==> src/rtl/scl_pkg.sv <==
package scl_pkg;

    // period field width
    localparam int PERIOD_BITS = 16;
    localparam logic [PERIOD_BITS-1:0] PERIOD_MAX = {PERIOD_BITS{1'b1}};

    // keyword table size and the keyword that takes digits
    localparam int NUM_KEYS   = 7;
    localparam int KEY_PERIOD = 5;

    // line position counter
    localparam int POS_BITS = 4;
    localparam logic [POS_BITS-1:0] POS_MAX = {POS_BITS{1'b1}};

    // configuration register indexes
    localparam int CFG_INDEX_BITS = 4;
    localparam logic [CFG_INDEX_BITS-1:0] CFG_START_SCALE  = 4'd0;
    localparam logic [CFG_INDEX_BITS-1:0] CFG_START_PERIOD = 4'd1;

    // line terminator and digit bounds
    localparam logic [7:0] CHAR_NEWLINE = 8'd10;
    localparam logic [7:0] CHAR_ZERO    = 8'h30;
    localparam logic [7:0] CHAR_NINE    = 8'h39;

    // command codes
    typedef enum logic [3:0] {
        CMD_SCALE_F    = 4'd0,
        CMD_SCALE_C    = 4'd1,
        CMD_STOP       = 4'd2,
        CMD_START      = 4'd3,
        CMD_OFF        = 4'd4,
        CMD_PERIOD     = 4'd5,
        CMD_LOG        = 4'd6,
        CMD_INVALID    = 4'd7,
        CMD_BAD_PERIOD = 4'd8
    } cmd_kind_t;

    // classified line handed from front to back
    typedef struct packed {
        cmd_kind_t              kind;
        logic [PERIOD_BITS-1:0] accum;
    } cmd_entry_t;

    // start settings loaded at the first byte
    typedef struct packed {
        logic                   load;
        logic                   scale;
        logic [PERIOD_BITS-1:0] period;
    } start_load_t;

    // keyword text, left justified, one byte per character
    function automatic logic [7:0] key_char(input logic [2:0] k, input logic [2:0] p);
        logic [63:0] word;
        logic [63:0] shifted;
        case (k)
            3'd0:    word = {"SCALE=F", 8'h00};
            3'd1:    word = {"SCALE=C", 8'h00};
            3'd2:    word = {"STOP", 32'h0};
            3'd3:    word = {"START", 24'h0};
            3'd4:    word = {"OFF", 40'h0};
            3'd5:    word = {"PERIOD=", 8'h00};
            3'd6:    word = {"LOG", 40'h0};
            default: word = 64'h0;
        endcase
        shifted = word << {p, 3'b000};
        return shifted[63:56];
    endfunction

    // keyword lengths
    function automatic logic [POS_BITS-1:0] key_len(input logic [2:0] k);
        logic [POS_BITS-1:0] len;
        case (k)
            3'd0:    len = 4'd7;
            3'd1:    len = 4'd7;
            3'd2:    len = 4'd4;
            3'd3:    len = 4'd5;
            3'd4:    len = 4'd3;
            3'd5:    len = 4'd7;
            3'd6:    len = 4'd3;
            default: len = 4'd0;
        endcase
        return len;
    endfunction

endpackage

==> src/rtl/scl_front.sv <==
module scl_front (
    input  logic                               clk,
    input  logic                               rst_n,
    input  logic                               char_valid,
    input  logic                               char_accept,
    input  logic [7:0]                         char_in,
    input  logic                               cfg_valid,
    input  logic [scl_pkg::CFG_INDEX_BITS-1:0] cfg_index,
    input  logic [scl_pkg::PERIOD_BITS-1:0]    cfg_data,
    output logic                               push,
    output scl_pkg::cmd_entry_t                push_data,
    output scl_pkg::start_load_t               start_load
);
    import scl_pkg::*;

    logic                   start_scale_reg;
    logic [PERIOD_BITS-1:0] start_period_reg;
    logic [POS_BITS-1:0]    pos_reg, pos_next;
    logic [NUM_KEYS-1:0]    match_reg, match_next;
    logic                   in_digits_reg, in_digits_next;
    logic [PERIOD_BITS-1:0] accum_reg, accum_next;
    logic                   halted_reg, halted_next;
    logic                   loaded_reg, loaded_next;

    logic                   live;
    logic                   is_newline;
    logic                   is_digit;
    logic [PERIOD_BITS+3:0] accum_wide;
    cmd_kind_t              kind;

    // configuration registers
    always_ff @(posedge clk or negedge rst_n)
    begin
        if (!rst_n)
        begin
            start_scale_reg  <= 1'b0;
            start_period_reg <= {{(PERIOD_BITS-1){1'b0}}, 1'b1};
        end
        else if (cfg_valid)
        begin
            case (cfg_index)
                CFG_START_SCALE:  start_scale_reg  <= cfg_data[0];
                CFG_START_PERIOD: start_period_reg <= cfg_data;
                default:          ;
            endcase
        end
    end

    assign live       = char_valid && char_accept && !halted_reg;
    assign is_newline = (char_in == CHAR_NEWLINE);
    assign is_digit   = (char_in inside {[CHAR_ZERO:CHAR_NINE]});

    // accumulate times ten plus digit
    assign accum_wide = {4'b0000, accum_reg} * (PERIOD_BITS+4)'(10)
                        + {{(PERIOD_BITS-4){1'b0}}, char_in[3:0] - CHAR_ZERO[3:0]};

    // line classification, first keyword in table order wins
    always_comb
    begin
        kind = CMD_INVALID;
        for (int k = NUM_KEYS - 1; k >= 0; k--)
        begin
            if (match_reg[k] && pos_reg >= key_len(3'(k)))
                kind = cmd_kind_t'(4'(k));
        end
    end

    // per-beat line tracking
    always_comb
    begin
        pos_next       = pos_reg;
        match_next     = match_reg;
        in_digits_next = in_digits_reg;
        accum_next     = accum_reg;
        halted_next    = halted_reg;
        loaded_next    = loaded_reg;
        push           = 1'b0;

        if (live)
        begin
            loaded_next = 1'b1;
            if (!is_newline)
            begin
                if (in_digits_reg)
                begin
                    if (is_digit)
                        accum_next = (accum_wide > {4'b0000, PERIOD_MAX}) ?
                                     PERIOD_MAX : accum_wide[PERIOD_BITS-1:0];
                    else
                        in_digits_next = 1'b0;
                end
                for (int k = 0; k < NUM_KEYS; k++)
                begin
                    if (pos_reg < key_len(3'(k)) && key_char(3'(k), pos_reg[2:0]) != char_in)
                        match_next[k] = 1'b0;
                end
                if (pos_reg == POS_BITS'(6) && match_next[KEY_PERIOD])
                    in_digits_next = 1'b1;
                if (pos_reg != POS_MAX)
                    pos_next = pos_reg + POS_BITS'(1);
            end
            else
            begin
                push           = (pos_reg != '0);
                if (push && kind == CMD_OFF)
                    halted_next = 1'b1;
                pos_next       = '0;
                match_next     = '1;
                in_digits_next = 1'b0;
                accum_next     = '0;
            end
        end
    end

    assign push_data.kind  = kind;
    assign push_data.accum = accum_reg;

    // start settings go to the back on the first live beat
    assign start_load.load   = live && !loaded_reg;
    assign start_load.scale  = start_scale_reg;
    assign start_load.period = (start_period_reg == '0) ?
                               {{(PERIOD_BITS-1){1'b0}}, 1'b1} : start_period_reg;

    always_ff @(posedge clk or negedge rst_n)
    begin
        if (!rst_n)
        begin
            pos_reg       <= '0;
            match_reg     <= '1;
            in_digits_reg <= 1'b0;
            accum_reg     <= '0;
            halted_reg    <= 1'b0;
            loaded_reg    <= 1'b0;
        end
        else
        begin
            pos_reg       <= pos_next;
            match_reg     <= match_next;
            in_digits_reg <= in_digits_next;
            accum_reg     <= accum_next;
            halted_reg    <= halted_next;
            loaded_reg    <= loaded_next;
        end
    end

endmodule

==> src/rtl/scl_queue.sv <==
module scl_queue (
    input  logic                clk,
    input  logic                rst_n,
    input  logic                push,
    input  scl_pkg::cmd_entry_t push_data,
    output logic                full,
    input  logic                pop,
    output scl_pkg::cmd_entry_t pop_data,
    output logic                not_empty
);
    import scl_pkg::*;

    cmd_entry_t slot_reg [2];
    logic       wr_ptr_reg, wr_ptr_next;
    logic       rd_ptr_reg, rd_ptr_next;
    logic [1:0] count_reg, count_next;

    assign full      = (count_reg == 2'd2);
    assign not_empty = (count_reg != 2'd0);
    assign pop_data  = slot_reg[rd_ptr_reg];

    // pointer and count update
    always_comb
    begin
        wr_ptr_next = wr_ptr_reg;
        rd_ptr_next = rd_ptr_reg;
        count_next  = count_reg;
        if (push)
            wr_ptr_next = ~wr_ptr_reg;
        if (pop)
            rd_ptr_next = ~rd_ptr_reg;
        case ({push, pop})
            2'b10:   count_next = count_reg + 2'd1;
            2'b01:   count_next = count_reg - 2'd1;
            default: count_next = count_reg;
        endcase
    end

    always_ff @(posedge clk or negedge rst_n)
    begin
        if (!rst_n)
        begin
            wr_ptr_reg <= 1'b0;
            rd_ptr_reg <= 1'b0;
            count_reg  <= 2'd0;
        end
        else
        begin
            wr_ptr_reg <= wr_ptr_next;
            rd_ptr_reg <= rd_ptr_next;
            count_reg  <= count_next;
        end
    end

    // entry storage
    always_ff @(posedge clk)
    begin
        if (push)
            slot_reg[wr_ptr_reg] <= push_data;
    end

endmodule

==> src/rtl/scl_back.sv <==
module scl_back (
    input  logic                            clk,
    input  logic                            rst_n,
    input  scl_pkg::start_load_t            start_load,
    input  logic                            q_not_empty,
    input  scl_pkg::cmd_entry_t             q_data,
    output logic                            q_pop,
    output logic                            cmd_valid,
    input  logic                            cmd_ready,
    output logic [3:0]                      command_kind,
    output logic                            scale_celsius,
    output logic                            reporting,
    output logic [scl_pkg::PERIOD_BITS-1:0] period_seconds
);
    import scl_pkg::*;

    logic                   scale_reg, scale_next;
    logic                   report_reg, report_next;
    logic [PERIOD_BITS-1:0] period_reg, period_next;
    logic                   valid_reg;
    cmd_kind_t              kind_reg, kind_next;

    assign q_pop = q_not_empty && (!valid_reg || cmd_ready);

    // apply the start values and the command to the settings
    always_comb
    begin
        scale_next  = scale_reg;
        report_next = report_reg;
        period_next = period_reg;
        kind_next   = q_data.kind;
        if (start_load.load)
        begin
            scale_next  = start_load.scale;
            period_next = start_load.period;
        end
        case (q_data.kind)
            CMD_SCALE_F: scale_next  = 1'b0;
            CMD_SCALE_C: scale_next  = 1'b1;
            CMD_STOP:    report_next = 1'b0;
            CMD_START:   report_next = 1'b1;
            CMD_PERIOD:
            begin
                if (q_data.accum == '0)
                    kind_next = CMD_BAD_PERIOD;
                else
                    period_next = q_data.accum;
            end
            default:     ;
        endcase
    end

    // settings registers
    always_ff @(posedge clk or negedge rst_n)
    begin
        if (!rst_n)
        begin
            scale_reg  <= 1'b0;
            report_reg <= 1'b1;
            period_reg <= {{(PERIOD_BITS-1){1'b0}}, 1'b1};
        end
        else if (q_pop)
        begin
            scale_reg  <= scale_next;
            report_reg <= report_next;
            period_reg <= period_next;
        end
        else if (start_load.load)
        begin
            scale_reg  <= start_load.scale;
            period_reg <= start_load.period;
        end
    end

    // output beat register
    always_ff @(posedge clk or negedge rst_n)
    begin
        if (!rst_n)
            valid_reg <= 1'b0;
        else if (q_pop)
            valid_reg <= 1'b1;
        else if (cmd_ready)
            valid_reg <= 1'b0;
    end

    always_ff @(posedge clk)
    begin
        if (q_pop)
            kind_reg <= kind_next;
    end

    assign cmd_valid      = valid_reg;
    assign command_kind   = kind_reg;
    assign scale_celsius  = scale_reg;
    assign reporting      = report_reg;
    assign period_seconds = period_reg;

endmodule

==> src/rtl/sensor_command_line_parser.sv <==
// sensor command line parser
// char channel: char_valid/char_ready carry one byte of the command stream per
//   beat on char_in; byte 10 ends a line, empty lines give nothing
// cmd channel: cmd_valid/cmd_ready carry one result per non-empty line:
//   command_kind plus scale_celsius, reporting and period_seconds as they
//   stand after the command
// cfg channel: cfg_valid/cfg_ready write start_scale_celsius (index 0) and
//   start_period (index 1); always ready; the user must write them only while
//   idle, the block itself does not enforce it
// throughput: one byte per cycle while char_ready is high; the front tracks
//   keyword matches and digits in one step per byte, the back applies one
//   command per cycle while cmd_ready is high or the output is empty
// path: a result goes through the two-entry queue, then the output register
// reset: settings go to Fahrenheit, reporting on, period 1; the start values
//   are taken from the registers at the first byte; after an OFF line every
//   byte is taken and dropped until reset
// stall: while cmd_ready is low the output beat holds, the queue fills with up
//   to two lines and then char_ready drops
module sensor_command_line_parser (
    input  logic                               clk,
    input  logic                               rst_n,
    input  logic                               char_valid,
    output logic                               char_ready,
    input  logic [7:0]                         char_in,
    input  logic                               cfg_valid,
    output logic                               cfg_ready,
    input  logic [scl_pkg::CFG_INDEX_BITS-1:0] cfg_index,
    input  logic [scl_pkg::PERIOD_BITS-1:0]    cfg_data,
    output logic                               cmd_valid,
    input  logic                               cmd_ready,
    output logic [3:0]                         command_kind,
    output logic                               scale_celsius,
    output logic                               reporting,
    output logic [scl_pkg::PERIOD_BITS-1:0]    period_seconds
);
    import scl_pkg::*;

    logic        q_full;
    logic        q_not_empty;
    logic        q_push;
    logic        q_pop;
    cmd_entry_t  q_in;
    cmd_entry_t  q_out;
    start_load_t start_load;

    assign cfg_ready  = 1'b1;
    assign char_ready = !q_full;

    // front: byte tracking and line classification
    scl_front u_front (
        .clk         (clk),
        .rst_n       (rst_n),
        .char_valid  (char_valid),
        .char_accept (char_ready),
        .char_in     (char_in),
        .cfg_valid   (cfg_valid),
        .cfg_index   (cfg_index),
        .cfg_data    (cfg_data),
        .push        (q_push),
        .push_data   (q_in),
        .start_load  (start_load)
    );

    // queue between front and back
    scl_queue u_queue (
        .clk       (clk),
        .rst_n     (rst_n),
        .push      (q_push),
        .push_data (q_in),
        .full      (q_full),
        .pop       (q_pop),
        .pop_data  (q_out),
        .not_empty (q_not_empty)
    );

    // back: settings update and result beat
    scl_back u_back (
        .clk            (clk),
        .rst_n          (rst_n),
        .start_load     (start_load),
        .q_not_empty    (q_not_empty),
        .q_data         (q_out),
        .q_pop          (q_pop),
        .cmd_valid      (cmd_valid),
        .cmd_ready      (cmd_ready),
        .command_kind   (command_kind),
        .scale_celsius  (scale_celsius),
        .reporting      (reporting),
        .period_seconds (period_seconds)
    );

`ifndef ASSERT_OFF
    // a stop result always shows reporting off
    assert property (@(posedge clk) disable iff (!rst_n)
        cmd_valid && command_kind == CMD_STOP |-> !reporting)
        else $error("stop result with reporting on");

    // a start result always shows reporting on
    assert property (@(posedge clk) disable iff (!rst_n)
        cmd_valid && command_kind == CMD_START |-> reporting)
        else $error("start result with reporting off");

    // a celsius result always shows the celsius scale
    assert property (@(posedge clk) disable iff (!rst_n)
        cmd_valid && command_kind == CMD_SCALE_C |-> scale_celsius)
        else $error("scale_c result with fahrenheit scale");

    // the period never reads zero on a result
    assert property (@(posedge clk) disable iff (!rst_n)
        cmd_valid |-> period_seconds != '0)
        else $error("zero period on result");
`endif

endmodule
==> config.mk <==
export PLATFORM = sky130hd
export DESIGN_NAME = sensor_command_line_parser
export DESIGN_NICKNAME = d
export VERILOG_FILES = /design/src/rtl/scl_pkg.sv /design/src/rtl/scl_front.sv /design/src/rtl/scl_queue.sv /design/src/rtl/scl_back.sv /design/src/rtl/sensor_command_line_parser.sv
export SDC_FILE = /design/constraint.sdc
export NUM_CORES = 1
export LEC_CHECK = 0
export ABC_AREA = 0
export BUFFER_PORTS_ARGS = -buffer_cell sky130_fd_sc_hd__buf_2
export CORE_MARGIN = 4
export CORE_UTILIZATION = 45
export DETAILED_ROUTE_END_ITERATION = 6
export PLACE_DENSITY = 0.74
export SLEW_MARGIN = 20
export SYNTH_ARGS = -nofsm -noshare
export SYNTH_HDL_FRONTEND = slang
export SYNTH_SLANG_ARGS = --single-unit
==> constraint.sdc <==
create_clock -name clk -period 5 [get_ports clk]
set_clock_uncertainty 0.05 [all_clocks]
set_input_delay 1 -clock clk [delete_from_list [all_inputs] [get_ports clk]]
set_output_delay 1 -clock clk [all_outputs]
set_load 0.02 [all_outputs]
==> summary.md, run 1 <==
| Metric | Value |
|---|---|
| Detailed Route Iter0 Violations | 245 |
| Synth Instances | 645 |
| Clk root buf | clkbuf_16 |
| Via-per-instance ratio | 5.90 |
| Top cell by count, worst path | ha_1 |
| CP Launch Type | register |
| Syn Std Cell Area | 6710 um2 |
| Period utilization | 0.832 |
| Fin crit period | 4160 ps |
| Pwr dens | 425 nW/um2 |
| Pwr Total | 3170 uW |
| Max FFs per register | 38 |
| Unrepaired setup endpoints after global routing | no |
| Max_slew headroom | 0.309 |
| Routed len/inst | 17.3 um |
| Worst Tran Pin Value | 1040 ps |
| Final Hold Viols | 0 |
| Syn_nets | 718 |
| Max clock buf depth | 2 |
| H-tree depth | 3 |
| CTS tree | built |
| Share of cells above drive strength 1 | 0.180 |
| Clock Latency Late Sink | 340 ps |
| Number of buffers and inverters on the critical path | 1 |
| DRT Wirelength | 15100 um |
| Gpl congestion | 0.906 |
| Critical Path Max Stage Delay | 670 ps |
| Antenna-violating nets left | 0 |
| CP Max Fanout | 16 |
| Clock Sink Count | 112 |
| Post-Route Utilization | 0.511 |
| P&R area growth vs syn | 11.1% |
| Via count | 5146 |
| # rows | 44 |
| Fmax | 0.240 GHz |
| Synth Register Bits | 112 |
| Delay-heaviest family, CP | compound AO/OA/AOI/OAI gates |
| Reg2reg path depth | 12 |
| Asr flop ratio synth | 0.625 |
| Required @ worst endpoint | 5140 ps |
| I/O pins | 58 |
| Mapped Avg Cell Area | 10.4 um2 |
| Post-CTS Hold Fix Bufs | 0 |
| Hold Path Sink | u_front.match_reg[2] |
| Final TNS setup | 0 ps |
| Worst EP arrival | 4300 ps |
| Vias in the first global route | 4999 |
| Worst hold slack | 432 ps |
| IO buf count | 56 |
| DP HPWL | 11000 um |
| Hold WC Path Type | register to register |
| R2r startpoint | u_front.accum_reg[1] |
| Most frequent cells in the layout | a21oi_1, dfrtp_1, buf_2 |
| CTS buffer count | 9 |
| Hold Crit Start | u_front.match_reg[2] |
| DIE AREA | 16900 um2 |
| Crit end category | register |
| Initial core utilization | 0.460 |
| Remaining DRCs | 0 |
| Final max-slew violation count | 0 |
| CORE AREA | 14600 um2 |
| Cell Chain, Critical Path | ha_1, ha_1, inv_1, fa_1, nand2b_1, a21boi_0, or3_1, a311o_1, nand3_1, or4b_1, o22ai_2, a21oi_1 |
| Setup violators final | 0 |
| CTS resizes | 0 |
| Critical-path top delay cell | o22ai_2 |
| Post-synth top flop | dfrtp_1 |
| Max_cap viols | 0 |
| Max IR drop VDD | 0.218 mV |
| Postcts setup bufs | 0 |
| Worst Path Class, Setup | register to register |
| Chip height | 130 um |
| Yosys warns | 0 |
| Initial antenna violation count | 0 |
| Sequential-to-total area share from yosys stat | 0.451 |
| Die Width | 130 um |
| Antenna Cells | 0 |
| First-pass DRT Iterations | 5 |
| R2R setup slack | 840 ps |
| Total Nets Final | 756 |
| Number of flops mapped to enable cells by yosys | 42 |
| Clock-pin slew on the worst setup and hold paths | 70 ps |
| Run status | complete, no violations |
| Most common cell after layout, fill and taps aside | a21oi_1 |
| Total GRT Usage | 0.183 |
| Yosys cell types | 76 |
| Remaining Overflow, GRT | 0 |
| Leakage Power | 0.00304 uW |
| R2r endpoint | u_front.accum_reg[2] |
| First-pass GRT wire length | 25000 um |
| Hold depth | 2 |
| Largest net degree at the start of global routing | 38 |
worst max path at each step:
stage | start | to | slack [ps] | depth (start not counted)
2_1_floorplan | u_front.accum_reg[1] | u_front.accum_reg[10] | 1530 | 13
3_3_place_gp | u_front.accum_reg[1] | u_front.accum_reg[2] | 1060 | 12
3_5_place_dp | u_front.accum_reg[1] | u_front.accum_reg[2] | 890 | 12
4_1_cts | u_front.accum_reg[1] | u_front.accum_reg[2] | 870 | 12
5_1_grt | u_front.accum_reg[1] | u_front.accum_reg[3] | 440 | 12
6_report | u_front.accum_reg[1] | u_front.accum_reg[2] | 840 | 12
layer usage:
metal  part of all wire  global-route usage
met1               0.46               0.254
met3              0.059              0.0270
met2               0.47               0.295
met4              0.014              0.0587
met5                  0                   0
cells by family (layout without fill, tap and decap cells):
kind of cell / after synthesis / in the layout / share of synthesized area
and+or+nand+nor: 164 / 164 / 0.131
muxes: 44 / 44 / 0.0693
other: 1 / 1 / 0.000559
xor gates and xnor gates: 39 / 39 / 0.0509
DFF: 112 / 112 / 0.451
AOI/OAI and AO/OA: 183 / 183 / 0.182
adders and majority gates: 41 / 41 / 0.0783
buffers and inverters: 61 / 104 / 0.0367
power by group:
group          switching (uW)  total, uW  internal [uW]
logic                     640       1100            456
registers                 169       1280           1110
clock network             307        795            488
total                    1120       3170           2050
final cells by class:
cell class | instances | area (um2)
clock buffers | 10 | 229
clock inverters | 6 | 108
fillers | 1263 | 7130
inverters | 26 | 97.6
multi-input cells | 472 | 3450
flip-flops and latches | 112 | 3030
well taps | 184 | 230
repair buffers | 62 | 325
Yosys cell counts, drive strengths merged (11+ instances only):
master  instances  share of area
a211oi         16          0.019
xor2           11          0.014
nor2           40          0.022
nand3          12         0.0089
nor3           11         0.0082
clkbuf         26          0.015
inv            25          0.014
a21oi          76          0.063
o21ai          28          0.021
edfxtp         42           0.19
ha             38          0.071
nand2          28          0.016
nand2b         11          0.010
dfrtp          60           0.22
mux2           20          0.034
xnor2          28          0.037
mux2i          24          0.036
per-stage QoR:
step	instances	worst slack (ps)	cell area (um2)
final	872	840	7460
after global routing	872	436	7460
after CTS	872	870	7460
after detailed placement	856	887	7120
after global placement	856	1060	7120
after floorplan	645	1530	6710
tightest hold or removal path: cells and delay by family (launching register included):
family           cells  cell delay (ps)
flip-flops           1              390
AND/OR/NAND/NOR      2              100
(Power assumes the default switching activity.)
==> run 2: changes to the inputs <==
--- a/config.mk
+++ b/config.mk
@@ -10,7 +10,7 @@
 export CORE_MARGIN = 4
 export CORE_UTILIZATION = 45
 export DETAILED_ROUTE_END_ITERATION = 6
-export PLACE_DENSITY = 0.74
+export PLACE_DENSITY = 0.76
 export SLEW_MARGIN = 20
 export SYNTH_ARGS = -nofsm -noshare
 export SYNTH_HDL_FRONTEND = slang
==> constraint.sdc (replaced) <==
create_clock -name clk -period 3.6 [get_ports clk]
set_clock_uncertainty 0.05 [all_clocks]
set_input_delay 0.72 -clock clk [delete_from_list [all_inputs] [get_ports clk]]
set_output_delay 0.72 -clock clk [all_outputs]
set_load 0.02 [all_outputs]
==> summary.md, run 2 (synthesized netlist as in run 1, its figures left out) <==
| Metric | Value |
|---|---|
| Run status | complete, no violations |
| I/O pins | 58 |
| Critical path depth | 13 |
| Worst Setup EP | u_front.accum_reg[5] |
| Max FFs per register | 38 |
| Remaining DRCs | 0 |
| CP Max Fanout | 8 |
| Die Width | 130 um |
| Multi-input gate area | 3500 um2 |
| Fillers | 1244 |
| Number of buffers and inverters on the critical path | 2 |
| Final max-slew violation count | 0 |
| Clock Sink Count | 112 |
| Antenna-violating nets left | 0 |
| Max clock buf depth | 2 |
| IO buf count | 56 |
| Largest net degree at the start of global routing | 71 |
| Worst hold slack | 432 ps |
| Crit path from | u_front.accum_reg[3] |
| CTS tree | built |
| Delay-heaviest family, CP | simple AND/OR/NAND/NOR gates |
| Pwr dens | 556 nW/um2 |
| Worst EP arrival | 3710 ps |
| R2R setup slack | 80 ps |
| Setup violators final | 0 |
| Max_cap viols | 0 |
| Vias in the first global route | 4991 |
| Share of cells above drive strength 1 | 0.217 |
| Routed len/inst | 17.2 um |
| Final Hold Viols | 0 |
| Most frequent cells in the layout | a21oi_1, dfrtp_1, buf_2 |
| Crit end category | register |
| Via count | 5194 |
| Initial antenna violation count | 1 |
| First-pass DRT Iterations | 6 |
| R2r startpoint | u_front.accum_reg[3] |
| Clock Latency Late Sink | 350 ps |
| Worst Tran Pin Value | 891 ps |
| Max_slew headroom | 0.403 |
| Via-per-instance ratio | 5.84 |
| Total Nets Final | 773 |
| P&R area growth vs syn | 13.2% |
| R2r endpoint | u_front.accum_reg[5] |
| CTS buffer count | 9 |
| Most common cell after layout, fill and taps aside | a21oi_1 |
| Worst Path Class, Setup | register to register |
| Leakage Power | 0.00310 uW |
| DP HPWL | 11300 um |
| H-tree depth | 3 |
| Clk root buf | clkbuf_16 |
| Gpl congestion | 0.925 |
| Period utilization | 0.979 |
| Fin crit period | 3520 ps |
| Antenna Cells | 0 |
| Pwr Total | 4230 uW |
| Total GRT Usage | 0.186 |
| CP Launch Type | register |
| Chip height | 130 um |
| Reg2reg path depth | 13 |
| Detailed Route Iter0 Violations | 417 |
| Remaining Overflow, GRT | 0 |
| Fmax | 0.284 GHz |
| Cell Chain, Critical Path | ha_1, ha_2, inv_1, fa_1, nand2b_4, a211oi_2, a211oi_2, a2111oi_4, nand4b_1, or4b_1, o22ai_2, buf_6, a21oi_1 |
| DIE AREA | 16900 um2 |
| FF/Latch Area | 3030 um2 |
| First-pass GRT wire length | 25500 um |
| Initial core utilization | 0.460 |
| DRT Wirelength | 15300 um |
| Hold WC Path Type | register to register |
| Required @ worst endpoint | 3780 ps |
| Critical Path Max Stage Delay | 550 ps |
| Critical-path top delay cell | or4b_1 |
| Top cell by count, worst path | a211oi_2 |
| # rows | 44 |
| CORE AREA | 14600 um2 |
| Clock-pin slew on the worst setup and hold paths | 70 ps |
| Max IR drop VDD | 0.277 mV |
run 2: changes by cell type in the layout (fill, tap and decap cells not counted), moves of 2 or more:
cell,change
a211oi_2,+2
clkinvlp_4,+2
o21ai_0,-2
bufinv_16,-3
ha_2,+3
o21ai_1,+2
buf_4,+15
ha_1,-3
inv_6,+2
buf_6,+2
a211oi_1,-2
run 2: repair_timing:
| item | 4_1_cts | 5_1_grt |
|---|---|---|
| hold buffers | 0 | 0 |
| gates resized for setup | 1 | 17 |
| setup buffers | 0 | 1 |
| pin swaps | 0 | 3 |
| endpoints found under the setup margin | 1 | 16 |
run 2: metal layers:
| layer | track usage | up-vias | wire length, um |
|---|---|---|---|
| met5 | 0 | - | 13 |
| met4 | 0.0581 | 2 | 246 |
| met3 | 0.0389 | 21 | 963 |
| met2 | 0.295 | 168 | 7110 |
| met1 | 0.255 | 2493 | 6950 |
| li1 | - | 2510 | - |
run 2: cell type report:
cell class	count	share of cell area
Timing Repair Buffer	79	0.0606
Clock buffer	9	0.0296
Tap cell	184	0.0303
Inverter	26	0.0128
Sequential cell	112	0.398
Clock inverter	7	0.00725
Multi-Input combinational cell	472	0.461
run 2: worst register-to-register path: cells and delay by family (launching register included):
kind	cells	cell delay (ps)
flip-flops	1	390
AO/OA/AOI/OAI	5	880
adder cells (fa/ha/maj)	3	920
buffers and inverters	2	240
AND/OR/NAND/NOR	3	920
run 2: report_power, final:
group | internal (uW) | switching (uW)
clock network | 476 | 462
registers | 1540 | 206
logic | 646 | 894
total | 2660 | 1560
run 2: how the worst min path moves through the flow:
stage	from	to	cells past startpoint
2_1_floorplan	rst_n	u_back.cmd_valid	0
5_1_grt	u_front.match_reg[6]	u_front.match_reg[6]	2
3_3_place_gp	u_front.match_reg[6]	u_front.match_reg[6]	2
6_report	u_front.match_reg[6]	u_front.match_reg[6]	2
3_5_place_dp	u_front.match_reg[6]	u_front.match_reg[6]	2
4_1_cts	u_front.match_reg[6]	u_front.match_reg[6]	2
run 2: through the flow:
step           area [um2]  TNS, ps   util  worst slack, ps  std cells
4_1_cts              7520        0  0.516             30.0        888
2_1_floorplan        6710        0      -              134        645
3_5_place_dp         7240        0  0.497             6.82        872
6_report             7600        0  0.521             76.2        889
5_1_grt              7600     -334  0.521            -33.1        889
3_3_place_gp         7240        0  0.497              155        872
==> run 3: changes to the inputs <==
--- a/config.mk
+++ b/config.mk
@@ -7,10 +7,12 @@
 export LEC_CHECK = 0
 export ABC_AREA = 0
 export BUFFER_PORTS_ARGS = -buffer_cell sky130_fd_sc_hd__buf_2
+export CELL_PAD_IN_SITES_DETAIL_PLACEMENT = 0
+export CELL_PAD_IN_SITES_GLOBAL_PLACEMENT = 1
 export CORE_MARGIN = 4
-export CORE_UTILIZATION = 45
+export CORE_UTILIZATION = 43
 export DETAILED_ROUTE_END_ITERATION = 6
-export PLACE_DENSITY = 0.76
+export PLACE_DENSITY = 0.87
 export SLEW_MARGIN = 20
 export SYNTH_ARGS = -nofsm -noshare
 export SYNTH_HDL_FRONTEND = slang
==> summary.md, run 3 (synthesized netlist as in run 1, its figures left out) <==
| Metric | Value |
|---|---|
| Initial core utilization | 0.440 |
| Remaining Overflow, GRT | 0 |
| CP Launch Type | register |
| # rows | 45 |
| Worst Tran Pin Value | 943 ps |
| Clock Sink Count | 112 |
| Post-Route Utilization | 0.505 |
| Pwr Total | 4230 uW |
| Max FFs per register | 38 |
| Fin crit period | 3450 ps |
| Most frequent cells in the layout | a21oi_1, dfrtp_1, buf_2 |
| Max_slew headroom | 0.372 |
| First-pass GRT wire length | 25000 um |
| Antenna-violating nets left | 0 |
| Hold WC Path Type | register to register |
| Pwr dens | 549 nW/um2 |
| Period utilization | 0.958 |
| Antenna Cells | 0 |
| Via count | 5202 |
| Initial antenna violation count | 0 |
| Max_cap viols | 0 |
| Crit end category | register |
| Detailed Route Iter0 Violations | 314 |
| Clock-pin slew on the worst setup and hold paths | 70 ps |
| Via-per-instance ratio | 5.65 |
| Required @ worst endpoint | 3780 ps |
| Leakage Power | 0.00312 uW |
| Final Hold Viols | 0 |
| Clk root buf | clkbuf_16 |
| First-pass DRT Iterations | 4 |
| Clock Latency Late Sink | 340 ps |
| Most common cell after layout, fill and taps aside | a21oi_1 |
| I/O pins | 58 |
| IO buf count | 56 |
| Run status | complete, no violations |
| Gpl congestion | 0.875 |
| H-tree depth | 3 |
| Routed len/inst | 16.2 um |
| DIE AREA | 17700 um2 |
| Worst Path Class, Setup | register to register |
| Fmax | 0.290 GHz |
| CTS buffer count | 9 |
| CTS tree | built |
| Remaining DRCs | 0 |
| Max IR drop VDD | 0.309 mV |
| Setup violators final | 0 |
| Final max-slew violation count | 0 |
| P&R area growth vs syn | 14.8% |
| Die Width | 133 um |
| DRT Wirelength | 14900 um |
| CORE AREA | 15300 um2 |
| Vias in the first global route | 5121 |
| Worst EP arrival | 3630 ps |
| Chip height | 133 um |
| Max clock buf depth | 2 |
| Share of cells above drive strength 1 | 0.228 |
| CP Max Fanout | 8 |
| DP HPWL | 11200 um |
| Total GRT Usage | 0.170 |
| Total Nets Final | 777 |
| Largest net degree at the start of global routing | 42 |
-- run 3: per-layer routing --
metal / share of wire / GRT usage / vias up
met5: 0 / 0 / -
met3: 0.051 / 0.0319 / 18
met1: 0.45 / 0.230 / 2527
met2: 0.48 / 0.273 / 137
met4: 0.019 / 0.0589 / 0
li1: - / - / 2520
-- run 3: path summary, 6_finish.rpt --
path                                      start                    end  slack, ps  cells after the start
min reg2reg                u_front.match_reg[5]   u_front.match_reg[5]        430                      2
max reg2reg                u_front.accum_reg[3]  u_front.accum_reg[14]        150                     13
max                        u_front.accum_reg[3]  u_front.accum_reg[14]        150                     13
max in group asynchronous                 rst_n   u_front.accum_reg[6]       2250                      2
min                        u_front.match_reg[5]   u_front.match_reg[5]        430                      2
min in group asynchronous                 rst_n     u_front.pos_reg[3]        470                      1
-- run 3: layout make-up --
class	count	area (um2)
Fill cell	1331	7550
Multi-Input combinational cell	472	3530
Sequential cell	112	3030
Timing Repair Buffer	83	513
Tap cell	211	264
Clock buffer	11	243
Inverter	26	97.6
Clock inverter	5	33.8
-- run 3: repair_timing --
item	4_1_cts	5_1_grt
resized for setup	0	22
setup buffers	0	2
hold buffers	0	0
setup endpoints to repair	0	16
-- run 3: stage by stage --
step	hold WS, ps	area, um2	std cells	TNS, ps	setup slack, ps
6_report	433	7700	920	0	152
5_1_grt	458	7700	920	-262	-35.1
4_1_cts	433	7580	917	0	9.91
3_5_place_dp	423	7310	901	0	33.8
3_3_place_gp	415	7310	901	0	167
2_1_floorplan	374	6710	645	0	134
-- run 3: report_power, final --
group | internal, uW | switching, uW
clock | 487 | 422
combinational | 662 | 874
sequential | 1540 | 242
-- run 3: worst max-delay path: stages, from the launching register on --
cell and delay [ps]:
dfrtp_1 390, ha_1 280, ha_2 180, inv_1 50
fa_2 350, nand2b_4 170, a211oi_2 220, a211oi_2 110
a2111oi_4 350, nand4b_1 210, or4b_4 530, o22ai_4 180
clkbuf_16 200, a21oi_2 50
